**src/sv/dip_pkg.sv**
```systemverilog
// ----------------------------------------------------------------------------
// dip_pkg
// Shared types and constants for the decimal integer pair parser.
// ----------------------------------------------------------------------------
package dip_pkg;

  typedef logic [1:0] status_t;

  localparam status_t ST_OK      = 2'd0;
  localparam status_t ST_INVALID = 2'd1;
  localparam status_t ST_RANGE   = 2'd2;

  localparam int MAX_FIELD_CHARS_DEF = 11;

  localparam logic [7:0] CH_NUL   = 8'h00;
  localparam logic [7:0] CH_MINUS = 8'h2d;
  localparam logic [7:0] CH_PLUS  = 8'h2b;
  localparam logic [7:0] CH_COMMA = 8'h2c;
  localparam logic [7:0] CH_ZERO  = 8'h30;
  localparam logic [7:0] CH_NINE  = 8'h39;

  // largest magnitude that may still take one more digit
  localparam logic [31:0] MAG_LIMIT = 32'd214748364;
  localparam logic [3:0]  LAST_POS  = 4'd7;
  localparam logic [3:0]  LAST_NEG  = 4'd8;

  typedef struct packed {
    status_t            status;
    logic signed [31:0] lead_value;
    logic signed [31:0] tail_value;
  } res_t;

endpackage

```
**src/sv/dip_if.sv**
```systemverilog
// ----------------------------------------------------------------------------
// dip_if
// Valid/ready channels for character words and parse result words.
// ----------------------------------------------------------------------------
interface dip_char_if
  import dip_pkg::*;
();
  logic       valid;
  logic       ready;
  logic [7:0] char_code;

  modport source (output valid, output char_code, input ready);
  modport sink   (input valid, input char_code, output ready);
endinterface

interface dip_result_if
  import dip_pkg::*;
();
  logic               valid;
  logic               ready;
  status_t            status;
  logic signed [31:0] lead_value;
  logic signed [31:0] tail_value;

  modport source (output valid, output status, output lead_value, output tail_value,
                  input ready);
  modport sink   (input valid, input status, input lead_value, input tail_value,
                  output ready);
endinterface

```
**src/sv/decimal_int32_pair_parser_unit.sv**
```systemverilog
// ----------------------------------------------------------------------------
// decimal_int32_pair_parser_unit
// Streaming ASCII decimal parser for one signed 32-bit integer or a pair.
// ----------------------------------------------------------------------------
// Usage:
//   chars   : one ASCII character per word; a zero byte ends the string.
//   results : one word per ended string with status, first and second value.
//   cfg_wr_en/cfg_wr_data : sets pair mode (1) or single mode (0); any write
//     also drops the string in progress. Write only while idle.
// Throughput: one character per cycle while chars.ready is high. Each
//   character updates the field state in the cycle it is taken (one
//   multiply-by-ten shift-add and a compare).
// Result: the result word is registered; it goes to the result register
//   when that is free or being taken, else to the skid register.
// Stall: a result register plus a one-word skid register; characters keep
//   flowing while one result waits, and chars.ready drops only when both
//   hold a word.
// Reset: clears all parse state and the valid flags of both result registers, single mode.
// ----------------------------------------------------------------------------
module decimal_int32_pair_parser_unit
  import dip_pkg::*;
#(
  parameter int MAX_FIELD_CHARS = MAX_FIELD_CHARS_DEF
) (
  input  logic                clk,
  input  logic                rst,
  input  logic                cfg_wr_en,
  input  logic                cfg_wr_data,
  dip_char_if.sink            chars,
  dip_result_if.source        results
);

  localparam int LEN_W = $clog2(MAX_FIELD_CHARS + 2);
  localparam logic [LEN_W-1:0] LEN_MAX = LEN_W'(MAX_FIELD_CHARS);

  // parse state
  logic             pair_mode;
  logic             field_index;
  logic             field_start;
  logic             is_negative;
  logic [31:0]      accumulated_magnitude;
  status_t          field_error;
  logic             digits_seen;
  logic [LEN_W-1:0] field_length;
  status_t          held_first_status;
  logic [LEN_W-1:0] held_first_length;
  logic [31:0]      held_first_value;

  // output stage
  logic out_valid;
  logic skid_valid;
  res_t out_word;
  res_t skid_word;

  logic        in_fire;
  logic        res_fire;
  logic        is_term;
  logic        is_split;
  logic        is_digit;
  logic [3:0]  digit;
  logic [3:0]  last_digit;
  logic        overflow;
  logic [31:0] mag_next;
  status_t     cur_status;
  logic [31:0] cur_value;
  res_t        res_next;

  assign chars.ready = !skid_valid;
  assign in_fire     = chars.valid && chars.ready;
  assign res_fire    = results.valid && results.ready;

  assign is_term  = chars.char_code == CH_NUL;
  assign is_split = pair_mode && !field_index && chars.char_code == CH_COMMA;
  assign is_digit = chars.char_code >= CH_ZERO && chars.char_code <= CH_NINE;
  assign digit    = chars.char_code[3:0];

  assign last_digit = is_negative ? LAST_NEG : LAST_POS;
  assign overflow   = accumulated_magnitude > MAG_LIMIT ||
                      (accumulated_magnitude == MAG_LIMIT && digit > last_digit);
  assign mag_next   = (accumulated_magnitude << 3) + (accumulated_magnitude << 1) +
                      {28'd0, digit};

  always_comb begin
    if (field_error != ST_OK) begin
      cur_status = field_error;
    end else if (!digits_seen) begin
      cur_status = ST_INVALID;
    end else begin
      cur_status = ST_OK;
    end
    if (cur_status != ST_OK) begin
      cur_value = 32'd0;
    end else if (is_negative) begin
      cur_value = 32'd0 - accumulated_magnitude;
    end else begin
      cur_value = accumulated_magnitude;
    end
  end

  // result for a string ending now
  always_comb begin
    res_next.status     = ST_OK;
    res_next.lead_value = '0;
    res_next.tail_value = '0;
    if (!pair_mode) begin
      res_next.status     = cur_status;
      res_next.lead_value = cur_value;
    end else if (!field_index || held_first_length == '0 || field_length == '0) begin
      res_next.status = ST_INVALID;
    end else if (held_first_length > LEN_MAX || field_length > LEN_MAX) begin
      res_next.status = ST_RANGE;
    end else if (held_first_status != ST_OK) begin
      res_next.status = held_first_status;
    end else begin
      res_next.status = cur_status;
      if (cur_status == ST_OK) begin
        res_next.lead_value = held_first_value;
        res_next.tail_value = cur_value;
      end
    end
  end

  always_ff @(posedge clk) begin
    if (rst || cfg_wr_en || (in_fire && is_term)) begin
      if (rst) begin
        pair_mode <= 1'b0;
      end else if (cfg_wr_en) begin
        pair_mode <= cfg_wr_data;
      end
      field_index           <= 1'b0;
      field_start           <= 1'b1;
      is_negative           <= 1'b0;
      accumulated_magnitude <= '0;
      field_error           <= ST_OK;
      digits_seen           <= 1'b0;
      field_length          <= '0;
      held_first_status     <= ST_OK;
      held_first_length     <= '0;
      held_first_value      <= '0;
    end else if (in_fire && is_split) begin
      held_first_status     <= cur_status;
      held_first_length     <= field_length;
      held_first_value      <= cur_value;
      field_index           <= 1'b1;
      field_start           <= 1'b1;
      is_negative           <= 1'b0;
      accumulated_magnitude <= '0;
      field_error           <= ST_OK;
      digits_seen           <= 1'b0;
      field_length          <= '0;
    end else if (in_fire) begin
      // length saturates one past the limit
      if (field_length <= LEN_MAX) begin
        field_length <= field_length + 1'b1;
      end
      if (field_error == ST_OK) begin
        if (field_start && chars.char_code == CH_MINUS) begin
          is_negative <= 1'b1;
        end else if (field_start && chars.char_code == CH_PLUS) begin
          is_negative <= 1'b0;
        end else if (is_digit) begin
          if (overflow) begin
            field_error <= ST_RANGE;
          end else begin
            accumulated_magnitude <= mag_next;
            digits_seen           <= 1'b1;
          end
        end else begin
          field_error <= ST_INVALID;
        end
      end
      field_start <= 1'b0;
    end
  end

  // result register with one skid word behind it
  always_ff @(posedge clk) begin
    if (rst) begin
      out_valid  <= 1'b0;
      skid_valid <= 1'b0;
    end else if (!out_valid || res_fire) begin
      if (skid_valid) begin
        out_word   <= skid_word;
        out_valid  <= 1'b1;
        skid_valid <= 1'b0;
      end else if (in_fire && is_term) begin
        out_word  <= res_next;
        out_valid <= 1'b1;
      end else begin
        out_valid <= 1'b0;
      end
    end else if (in_fire && is_term) begin
      skid_word  <= res_next;
      skid_valid <= 1'b1;
    end
  end

  assign results.valid      = out_valid;
  assign results.status     = out_word.status;
  assign results.lead_value = out_word.lead_value;
  assign results.tail_value = out_word.tail_value;

`ifndef NO_ASSERTIONS
  a_skid_behind_out: assert property (@(posedge clk) disable iff (rst)
    skid_valid |-> out_valid)
    else $error("skid word held without a result word in front");

  a_error_zero_values: assert property (@(posedge clk) disable iff (rst)
    results.valid && results.status != ST_OK |->
      results.lead_value == 32'sd0 && results.tail_value == 32'sd0)
    else $error("nonzero value on a failed parse");

  a_term_clears: assert property (@(posedge clk) disable iff (rst)
    in_fire && is_term |=> field_length == '0 && !field_index && field_start)
    else $error("parse state not cleared after end of string");

  a_term_gives_result: assert property (@(posedge clk) disable iff (rst)
    in_fire && is_term |=> out_valid)
    else $error("end of string produced no result word");
`endif

endmodule
```
**src/flat_wrapper.sv**
```systemverilog
// flat-port wrapper written by rule: the top's interface ports become plain ports
module decimal_int32_pair_parser_unit_flat import dip_pkg::*;
#(
  parameter int MAX_FIELD_CHARS = MAX_FIELD_CHARS_DEF
)
  (clk, rst, cfg_wr_en, cfg_wr_data, chars_valid, chars_char_code, chars_ready, results_valid, results_status, results_lead_value, results_tail_value, results_ready);
  dip_char_if chars_i ();
  dip_result_if results_i ();
  input  logic clk;
  input  logic rst;
  input  logic cfg_wr_en;
  input  logic cfg_wr_data;
  input wire logic [$bits(chars_i.valid)-1:0] chars_valid;
  input wire logic [$bits(chars_i.char_code)-1:0] chars_char_code;
  output wire logic [$bits(chars_i.ready)-1:0] chars_ready;
  output wire logic [$bits(results_i.valid)-1:0] results_valid;
  output wire logic [$bits(results_i.status)-1:0] results_status;
  output wire logic [$bits(results_i.lead_value)-1:0] results_lead_value;
  output wire logic [$bits(results_i.tail_value)-1:0] results_tail_value;
  input wire logic [$bits(results_i.ready)-1:0] results_ready;
  assign chars_i.valid = chars_valid;
  assign chars_i.char_code = chars_char_code;
  assign chars_ready = chars_i.ready;
  assign results_valid = results_i.valid;
  assign results_status = results_i.status;
  assign results_lead_value = results_i.lead_value;
  assign results_tail_value = results_i.tail_value;
  assign results_i.ready = results_ready;
  decimal_int32_pair_parser_unit #(.MAX_FIELD_CHARS(MAX_FIELD_CHARS)) u_core (.clk(clk), .rst(rst), .cfg_wr_en(cfg_wr_en), .cfg_wr_data(cfg_wr_data), .chars(chars_i), .results(results_i));
endmodule
```
**config.mk**
```make
export PLATFORM = sky130hd
export DESIGN_NAME = decimal_int32_pair_parser_unit_flat
export DESIGN_NICKNAME = d
export VERILOG_FILES = /design/src/sv/dip_pkg.sv /design/src/sv/dip_if.sv /design/src/sv/decimal_int32_pair_parser_unit.sv /design/src/flat_wrapper.sv
export SDC_FILE = /design/constraint.sdc
export NUM_CORES = 1
export LEC_CHECK = 0
export BUFFER_PORTS_ARGS = -buffer_cell sky130_fd_sc_hd__buf_2
export CAP_MARGIN = 5
export CELL_PAD_IN_SITES_DETAIL_PLACEMENT = 0
export CELL_PAD_IN_SITES_GLOBAL_PLACEMENT = 2
export CORE_ASPECT_RATIO = 0.75
export CORE_UTILIZATION = 35
export CTS_CLUSTER_DIAMETER = 100
export DETAILED_ROUTE_END_ITERATION = 10
export PLACE_DENSITY_LB_ADDON = 0.1
export SYNTH_ARGS = -nofsm -noshare
export SYNTH_HDL_FRONTEND = slang
export SYNTH_SLANG_ARGS = --single-unit
```
**constraint.sdc**
```tcl
create_clock -name clk -period 7.5 [get_ports clk]
set_clock_uncertainty 0.1 [all_clocks]
set_input_delay 0 -clock clk [delete_from_list [all_inputs] [get_ports clk]]
set_output_delay 0 -clock clk [all_outputs]
set_load 0.01 [all_outputs]
```
==> results of run 1 <==
final timing paths:
path / to / start / depth (start not counted) / slack [ns]
max reg2reg: u_core.accumulated_magnitude[30] / u_core.accumulated_magnitude[0] / 12 / 3.62
max: u_core.accumulated_magnitude[30] / u_core.accumulated_magnitude[0] / 12 / 3.62
min: u_core.field_error[1] / chars_char_code[5] / 5 / 0.04
min reg2reg: u_core.held_first_value[23] / u_core.held_first_value[23] / 2 / 0.35
metal layers:
layer	GRT usage, %	vias to the layer above
met2	26.28	161
met3	2.347	33
met4	3.761	0
met1	30.29	4046
met5	0	-
li1	-	4329
stage by stage:
stage                     setup slack (ns)  utilization (%)  cells
after floorplan                      1.261                -   1148
after global placement               3.696            38.42   1620
after detailed placement             3.641            38.42   1620
after CTS                            3.605            41.67   1681
after global routing                 3.376            41.67   1681
final                                3.622            41.67   1681
placed cells by master (no fill, tap or decap), types with 16 or more instances in the layout:
cell type      netlist  routed
a21oi_1             89      89
buf_2                5      81
buf_4                2      16
clkbuf_16            0      25
dfxtp_1             82      81
dlygate4sd3_1        0      17
edfxtp_1           133     133
ha_1                65      65
inv_1               26      26
mux2_2              27      27
nand2_1            190     190
nand3_1             33      33
nor2_1             114     113
o21ai_0             55      55
o2bb2ai_1           21      21
o31ai_1             29      29
xnor2_1             32      32
xor2_1              16      16
power breakdown:
part	total (mW)	switching, mW	internal [mW]
combinational	0.0478	0.0324	0.0154
clock	1.29	0.514	0.773
sequential	1.24	0.00166	1.24
total	2.58	0.548	2.03
cells by family after synthesis:
kind of cell             synth area share (%)
multiplexers                            3.278
AND/OR/NAND/NOR                         17.25
buffers and inverters                   3.771
flip-flops                              49.38
XOR/XNOR                                3.968
adder cells (fa/ha/maj)                 7.476
AO/OA/AOI/OAI                           14.88
critical path: stages, from the launching register on:
cell	delay, ns
dfxtp_1	0.46
inv_1	0.16
fa_1	0.53
fa_1	0.45
nand2b_1	0.19
a211oi_1	0.29
o21ai_0	0.25
a2111oi_0	0.45
buf_4	0.22
nor4_1	0.06
o32ai_1	0.33
mux2i_1	0.22
nand2_1	0.06
cell type report:
class                   instances  area [µm²]
multi-input cells             846        5361
repair buffers                114       695.7
fillers                      3174       18470
clock inverters                13       188.9
clock buffers                  31       668.1
well taps                     435       544.3
flip-flops and latches        215        5637
inverters                      27       101.3
state kept, by name (all words and copies together) (netlist names):
name                          flops
u_core.field_index                1
u_core.skid_valid                 1
u_core.pair_mode                  1
u_core.results.valid              1
u_core.results.tail_value        32
u_core.field_length               4
u_core.is_negative                1
u_core.results.lead_value        32
u_core.accumulated_magnitude     32
u_core.digits_seen                1
u_core.held_first_length          4
u_core.field_start                1
u_core.held_first_value          32
u_core.field_error                2
u_core.results.status             2
u_core.held_first_status          2
u_core.skid_word                 66
what timing repair did:
item | 4_1_cts | 5_1_grt
hold endpoints to repair | 19 | 0
gates resized for setup | 0 | 0
hold buffers | 17 | 0
buffers inserted | 0 | 0
==> metrics.txt, run 1 <==
status=completed; area share of the largest cell type after synthesis=a little over a third; sequential fraction of the synthesis area=a little under 50%; WP data required=about 8 ns; top cells by area, synth=edfxtp_1 35%, dfxtp_1 14%, ha_1 7.1%; critical path class=register to register; latest clock arrival within the worst-skew pair=roughly 0.53 ns; gr usage total=about a fifth; Static Leak=between 5 and 6 nW; DR iter-0 viols=between 600 and 700; vias=between 8000 and 9000; placement row count=between 50 and 60; most frequent cells after synthesis=190 x nand2_1, 133 x edfxtp_1, 114 x nor2_1; RSZ-0062 raised after global routing=false; leading area contributor after synthesis=edfxtp_1; Final HPWL DP=approximately 21 mm; Net Count, Synth=approximately 1200; antenna violations before repair=0; CP startpoint kind=register; cell area after synthesis=roughly 0.011 mm²; die area=roughly 0.033 mm²; crit end category=register; Final Hold Viols=0; most frequent cell after synthesis=nand2_1; clk slew on worst S/H paths=around 0.06 ns; root buf cell=clkbuf_16; largest net degree at the start of global routing=67; Post-synth ARST share=0%; Setup violations, final=0; Die Ht=around 160 µm; final wirelength=about 30 mm; Worst Path Arrival=between 4 and 5 ns; MaxCap Viol Count=0; hold slack final=between 0.03 and 0.04 ns; Area Overhead vs Synth=15.62%; post-layout min period=3.878 ns; Port Buffers=81; Rel. slew slack=a little under two fifths; core footprint=between 0.03 and 0.04 mm²; Initial Utilization=36.04%; vias in the first global route=about 8100; finished layout cell area=around 0.013 mm²; critical path peak fanout=7; power density over the cells=between 150 and 200 mW/mm²; uppermost layer routed=met4; Tightest Pin Transition=around 0.93 ns; fin crit share=between 50% and 60%; total gr overflow=0; Seq cells post-synth=between 200 and 250; WL met1=about 17 mm; CTS Buffer Depth=3; HP Class=input port to register; share of layout cells above drive strength 1=15.49%; Synth Instances=1148; Syn Area/Cell=a little under 10 µm²; Yosys warning total=0; Final #Nets=between 1000 and 1500; post-route ant nets=0; GPL Wtd Cong=0.7755; ant diodes=0; Max IR drop VDD=roughly 0.17 mV; metal2 WL=around 12 mm; Vias/cell=5.098; io pins=82; Residual DRC=0; Synth cell types=74; CTS Buf Count=24; die width=210.5 µm; fmax=between 0.2 and 0.3 GHz; H-tree depth=1; Slew Limit Fails=0; Design Power=2.578 mW; CTS tree=built; ys flop type=edfxtp_1; CTS Sinks=215; first-pass GRT wire length=approximately 49 mm; Detail Route met3 WL=approximately 1.1 mm; Cell Area, Placed=between 0.01 and 0.015 mm²; Final TNS setup=0 ns; Wirelength per Cell=around 18 µm; DRT Pass-1 Iters=5; Post-synth EDFFs=133
Note: power is estimated with default switching activity, not from simulation.
==> run 2, diff against run 1 <==
--- a/config.mk
+++ b/config.mk
@@ -5,6 +5,7 @@
 export SDC_FILE = /design/constraint.sdc
 export NUM_CORES = 1
 export LEC_CHECK = 0
+export ABC_AREA = 1
 export BUFFER_PORTS_ARGS = -buffer_cell sky130_fd_sc_hd__buf_2
 export CAP_MARGIN = 5
 export CELL_PAD_IN_SITES_DETAIL_PLACEMENT = 0
==> constraint.sdc (replaced) <==
create_clock -name clk -period 3.9 [get_ports clk]
set_clock_uncertainty 0.1 [all_clocks]
set_input_delay 0 -clock clk [delete_from_list [all_inputs] [get_ports clk]]
set_output_delay 0 -clock clk [all_outputs]
set_load 0.01 [all_outputs]
==> run 2 against run 1 <==
Area after synthesis grew 7.1%. Final area grew 5.8%. Global-route usage grew 2.5 points. Non-clock buffer count shrank 3. Critical path type is now input port to register. First-iteration DRC count grew 19%. Final cell count grew 26%. Critical endpoint is now u_core.is_negative. Critical path depth grew 1. Utilization shrank 0.55 points.
==> metrics.txt, run 2 <==
final wirelength=about 37 mm; clk slew on worst S/H paths=~0.06 ns; Residual DRC=0; commonest non-fill, non-tap cell in the layout=nand2_1; worst r2r src=u_core.accumulated_magnitude[2]; GPL Wtd Cong=~0.91; area share of the largest cell type after synthesis=32.67%; Hold Buf Count CTS=20; Syn Area/Cell=7.845 µm²; post-layout util=roughly two fifths; Port Buffers=81; CTS Sinks=about 220; CTS Buffer Depth=3; post-route ant nets=0; status=completed; Initial Utilization=35.99%; Final TNS setup=0 ns; first-pass GRT wire length=about 59 mm; FF/Latch Area=~0.0056 mm²; Max IR drop VDD=around 0.27 mV; H-tree depth=1; Final HPWL DP=around 27 mm; mux share of post-synthesis cell area=less than 1%; Largest Register=u_core.skid_word; fin crit share=84.68%; gr usage total=between 20% and 30%; Slew Limit Fails=0; share of layout cells above drive strength 1=around 11%; critical path class=input port to register; WP data required=~4.2 ns; vias in the first global route=between 10000 and 15000; adder-cell share of the synthesized area=between 6 and 7%; Static Leak=between 6 and 7 nW; Post-synth EDFFs=about 130; Area Overhead vs Synth=14.24%; Tightest Pin Transition=slightly above 0.9 ns; worst reg-to-reg setup slack=between 0.7 and 0.8 ns; post-layout min period=3.303 ns; DRT Pass-1 Iters=5; latest clock arrival within the worst-skew pair=between 0.5 and 0.6 ns; CP startpoint kind=input port; root buf cell=clkbuf_16; Setup Buffers After CTS=0; total gr overflow=0; Synth Instances=approximately 1600; HP Class=input port to register; fmax=0.3028 GHz; largest net degree at the start of global routing=82; compound-cell area share of the yosys netlist=about a tenth; main combinational cell family by area after synthesis=simple AND/OR/NAND/NOR gates; Net Count, Synth=~1600; top cells by area, synth=edfxtp_1 33%, nand2_1 14%, dfxtp_1 13%; Synth cell types=44; RSZ-0062 raised after global routing=false; Wirelength per Cell=17.69 µm; ys flop type=edfxtp_1; Die Ht=about 160 µm; io pins=82; cell area after synthesis=roughly 0.012 mm²; ant diodes=0; leading area contributor after synthesis=edfxtp_1; crit end category=register; die area=0.03568 mm²; critical path peak fanout=21; Synth Area in XOR/XNOR=between 1 and 1.5%; Post-synth ARST share=0%; placement row count=58; area of the multi-input gates=0.005758 mm²; antenna violations before repair=0; crit path launch=chars_char_code[6]; Setup violations, final=0; Yosys warning total=0; number of flip-flops in the largest register=66; Final Hold Viols=0; Rel. slew slack=about two fifths; MaxCap Viol Count=0; cts repair resizes=0; commonest non-fill, non-tap cells in the layout=471 x nand2_1, 200 x nor2_1, 149 x inv_1; hold_sp=chars_char_code[3]; power density over the cells=around 340 mW/mm²; core footprint=~0.034 mm²; Worst Path Arrival=3.62 ns; Final #Nets=between 1500 and 2000; Vias/cell=a little over 5; DR iter-0 viols=about 700; Seq cells post-synth=approximately 220; most frequent cell after synthesis=nand2_1; vias=roughly 11000; CTS tree=built; fillers=about 3600; most frequent cells after synthesis=471 x nand2_1, 203 x nor2_1, 149 x inv_1; CP endpoint=u_core.is_negative; sequential fraction of the synthesis area=a little under half; worst reg2reg endpoint=u_core.accumulated_magnitude[24]; Synth Area in Simple Gates=28.11%; FF-to-FF path depth=13; die width=217.8 µm; CTS Buf Count=23
==> run 2: cell count changes after synthesis, sizes merged, moves of 25 or more <==
| cell | previous run | this run |
|---|---|---|
| nor2 | 115 | 212 |
| nand2 | 191 | 477 |
| nand4 | 8 | 36 |
| o31ai | 31 | 1 |
| inv | 26 | 157 |
| nand3 | 33 | 83 |
| clkbuf | 48 | 17 |
| mux2 | 29 | 1 |
| xnor2 | 32 | 7 |
| o21ai | 58 | 98 |
==> run 2: metrics by stage <==
step	cell area [µm²]	worst slack, ns	std cells	power (mW)	hold WS [ns]
3_5_place_dp	13060	0.8721	2052	2.601	0.1888
6_report	13960	0.5974	2113	4.688	0.03327
4_1_cts	13960	0.6248	2113	4.746	0.04608
2_1_floorplan	12230	0.5915	1558	2.550	0.05086
3_3_place_gp	13060	0.9261	2052	2.603	0.1867
5_1_grt	13960	0.3654	2113	4.851	0.09655
==> run 2: worst max-delay path: stages <==
cell	delay (ns)
dlygate4sd3_1	0.53
buf_2	0.12
nor2_1	0.07
dlygate4sd3_1	0.59
nand2_1	0.06
dlygate4sd3_1	0.55
inv_1	0.12
nand4_1	0.10
inv_1	0.12
nor2_4	0.04
inv_1	0.65
a21oi_1	0.07
dlygate4sd3_1	0.59
==> run 2: per-layer routing <==
layer | part of all wire, % | track usage, % | vias up
li1 | - | - | 5339
met1 | 52 | 32.41 | 5072
met2 | 42 | 32.48 | 211
met3 | 4.3 | 2.630 | 37
met4 | 1.7 | 3.814 | 0
met5 | 0 | 0 | -
==> run 2: how the worst min path moves through the flow <==
stage / cells past startpoint / slack [ns] / to
after detailed placement: 3 / 0.19 / u_core.pair_mode
after global placement: 3 / 0.19 / u_core.pair_mode
final: 7 / 0.03 / u_core.field_error[0]
after floorplan: 2 / 0.05 / u_core.accumulated_magnitude[0]
after CTS: 7 / 0.05 / u_core.field_error[0]
after global routing: 7 / 0.1 / u_core.field_error[0]
==> run 2: cells by family (layout without fill, tap and decap cells) <==
family | count (synthesis) | count (layout)
muxes | 1 | 1
adders and majority gates | 67 | 67
xor gates and xnor gates | 20 | 20
AOI/OAI and AO/OA | 223 | 223
buffers and inverters | 204 | 309
and+or+nand+nor | 828 | 828
DFF | 215 | 215
==> run 2: final cells by class <==
type / count / share of cell area [%]
clock buffers: 35 / 4.588
inverters: 157 / 4.256
multi-input cells: 1139 / 41.24
clock inverters: 6 / 0.4659
well taps: 450 / 4.032
flip-flops and latches: 215 / 40.37
repair buffers: 111 / 5.054
==> run 2: power breakdown <==
part / internal (mW) / switching [mW]
Combinational: 0.0531 / 0.113
Sequential: 2.39 / 0.00611
Clock: 1.20 / 0.923
Total: 3.65 / 1.04
==> run 3, diff against run 2 <==
--- a/config.mk
+++ b/config.mk
@@ -5,7 +5,7 @@
 export SDC_FILE = /design/constraint.sdc
 export NUM_CORES = 1
 export LEC_CHECK = 0
-export ABC_AREA = 1
+export ABC_AREA = 0
 export BUFFER_PORTS_ARGS = -buffer_cell sky130_fd_sc_hd__buf_2
 export CAP_MARGIN = 5
 export CELL_PAD_IN_SITES_DETAIL_PLACEMENT = 0
==> constraint.sdc (replaced) <==
create_clock -name clk -period 2.7 [get_ports clk]
set_clock_uncertainty 0.1 [all_clocks]
set_input_delay 0 -clock clk [delete_from_list [all_inputs] [get_ports clk]]
set_output_delay 0 -clock clk [all_outputs]
set_load 0.01 [all_outputs]
==> run 3 against run 2 <==
The run now ends with negative setup slack left. Setup slack worse by 0.98 ns. Critical path type is now register to register. First-iteration DRC count down 21%. Highest routed layer unchanged. Register-to-register slack worse by 1.2 ns. Hold slack worse by 0.012 ns.
==> metrics.txt, run 3 (synthesis results as in run 1) <==
status=complete, but fails checks; failing checks=negative setup slack; WP data required=3.08 ns; fin crit share=114.1%; Final WS setup=-0.3820 ns; post-layout min period=about 3.1 ns; Die Ht=approximately 160 µm; Rel. slew slack=between 40 and 50%; Max IR drop VDD=0.3548 mV; die width=roughly 210 µm; largest net degree at the start of global routing=67; H-tree depth=1; Design Power=roughly 6.9 mW; CP startpoint kind=register; vias=approximately 9500; critical path class=register to register; crit end category=register; Final #Nets=1507; gr usage total=about 20%; number of flip-flops in the largest register=66; first-pass GRT wire length=approximately 53 mm; Worst Path Arrival=about 3.5 ns; MaxCap Viol Count=0; Final Hold Viols=0; Port Buffers=between 80 and 90; die area=~0.033 mm²; antenna violations before repair=0; CTS Buffer Depth=3; HP Class=input port to register; Final HPWL DP=between 20 and 25 mm; final wirelength=33.78 mm; Area Overhead vs Synth=40.77%; power density over the cells=429.0 mW/mm²; Vias/cell=approximately 5; fmax=between 0.3 and 0.4 GHz; Initial Utilization=36.04%; CTS Buf Count=24; root buf cell=clkbuf_16; Setup violations, final=41; clk slew on worst S/H paths=roughly 0.06 ns; Static Leak=around 6.4 nW; CTS tree=built; post-place setup slack=-0.5179 ns; post-layout util=just over 50%; share of layout cells above drive strength 1=approximately two fifths; Wirelength per Cell=17.98 µm; commonest non-fill, non-tap cell in the layout=nand2_1; Slew Limit Fails=0; DR iter-0 viols=about 570; placed cells=1791; RSZ-0062 raised after global routing=true; core footprint=between 0.03 and 0.04 mm²; Final Non-Filler Cells=around 1900; fillers=between 2000 and 3000; critical path peak fanout=4; latest clock arrival within the worst-skew pair=0.54 ns; GPL Wtd Cong=0.8194; vias in the first global route=roughly 9000; DRT Pass-1 Iters=5; ant diodes=0; post-route ant nets=0; placement row count=56; commonest non-fill, non-tap cells in the layout=171 x nand2_1, 170 x buf_4, 133 x edfxtp_1; CTS Sinks=roughly 220; Residual DRC=0; Tightest Pin Transition=about 0.84 ns; io pins=82; Largest Register=u_core.skid_word; total gr overflow=0
[run 3: cell count changes in the layout (fill, tap and decap cells not counted), moves of 16 or more]
cell,before,now
o21ai_0,78,32
a21oi_1,92,72
dfxtp_1,81,65
buf_4,8,170
nand4_1,36,7
buf_6,0,39
nand3_1,80,29
nor2_1,200,99
o31ai_1,1,18
nand2_1,471,171
inv_1,149,23
[run 3: critical path, cell delays in order (launching register included)]
cell and delay (ns):
dfxtp_4 0.36, inv_4 0.04, fa_1 0.59, inv_2 0.06, ha_4 0.24, a211oi_4 0.23
o21bai_2 0.12, a22oi_2 0.24, o31a_1 0.26, o22ai_4 0.15, a31oi_1 0.21, mux2_2 0.36
nand3_2 0.05
[run 3: per-stage QoR]
stage / hold WS (ns) / instance area [µm²] / setup TNS, ns
after floorplan: -0.03059 / 11570 / -24.03
after global routing: 0.08751 / 16070 / -12.22
after global placement: 0.1639 / 13640 / -11.50
after detailed placement: 0.1667 / 13640 / -13.07
final: 0.02126 / 16070 / -6.500
after CTS: 0.01286 / 15250 / -5.090
[run 3: layer usage]
layer	GRT usage, %	vias to the layer above	wire, µm
li1	-	4717	-
met1	32.03	4610	17950
met2	29.75	154	14310
met3	2.742	28	1089
met4	3.175	0	432
met5	0	-	0
[run 3: worst paths after layout]
path | startpoint | slack [ns] | cells after the start | to
hold / removal | chars_char_code[3] | 0.02 | 6 | u_core.field_error[0]
hold reg to reg | u_core.held_first_value[9] | 0.35 | 2 | u_core.held_first_value[9]
setup / recovery | u_core.accumulated_magnitude[0] | -0.38 | 12 | u_core.accumulated_magnitude[31]
setup reg to reg | u_core.accumulated_magnitude[0] | -0.38 | 12 | u_core.accumulated_magnitude[31]
[run 3: layout make-up]
type	count	area (µm²)	share of cell area, %
Multi-Input combinational cell	846	6534	40.67
Sequential cell	215	5674	35.32
Tap cell	435	544.3	3.388
Clock inverter	13	130.1	0.8099
Clock buffer	31	646.9	4.026
Inverter	27	103.9	0.6464
Timing Repair Buffer	312	2434	15.15
[run 3: repair_timing]
action,in CTS,in global routing
pin swaps,58,78
setup buffers,20,19
endpoints found under the setup margin,90,96
hold buffers,13,0
cloned,1,0
resized for setup,122,155
hold endpoints to repair,18,0
[run 3: power breakdown]
part | internal [mW] | switching, mW
clock network | 1.89 | 1.39
logic | 0.0601 | 0.108
registers | 3.44 | 0.00398
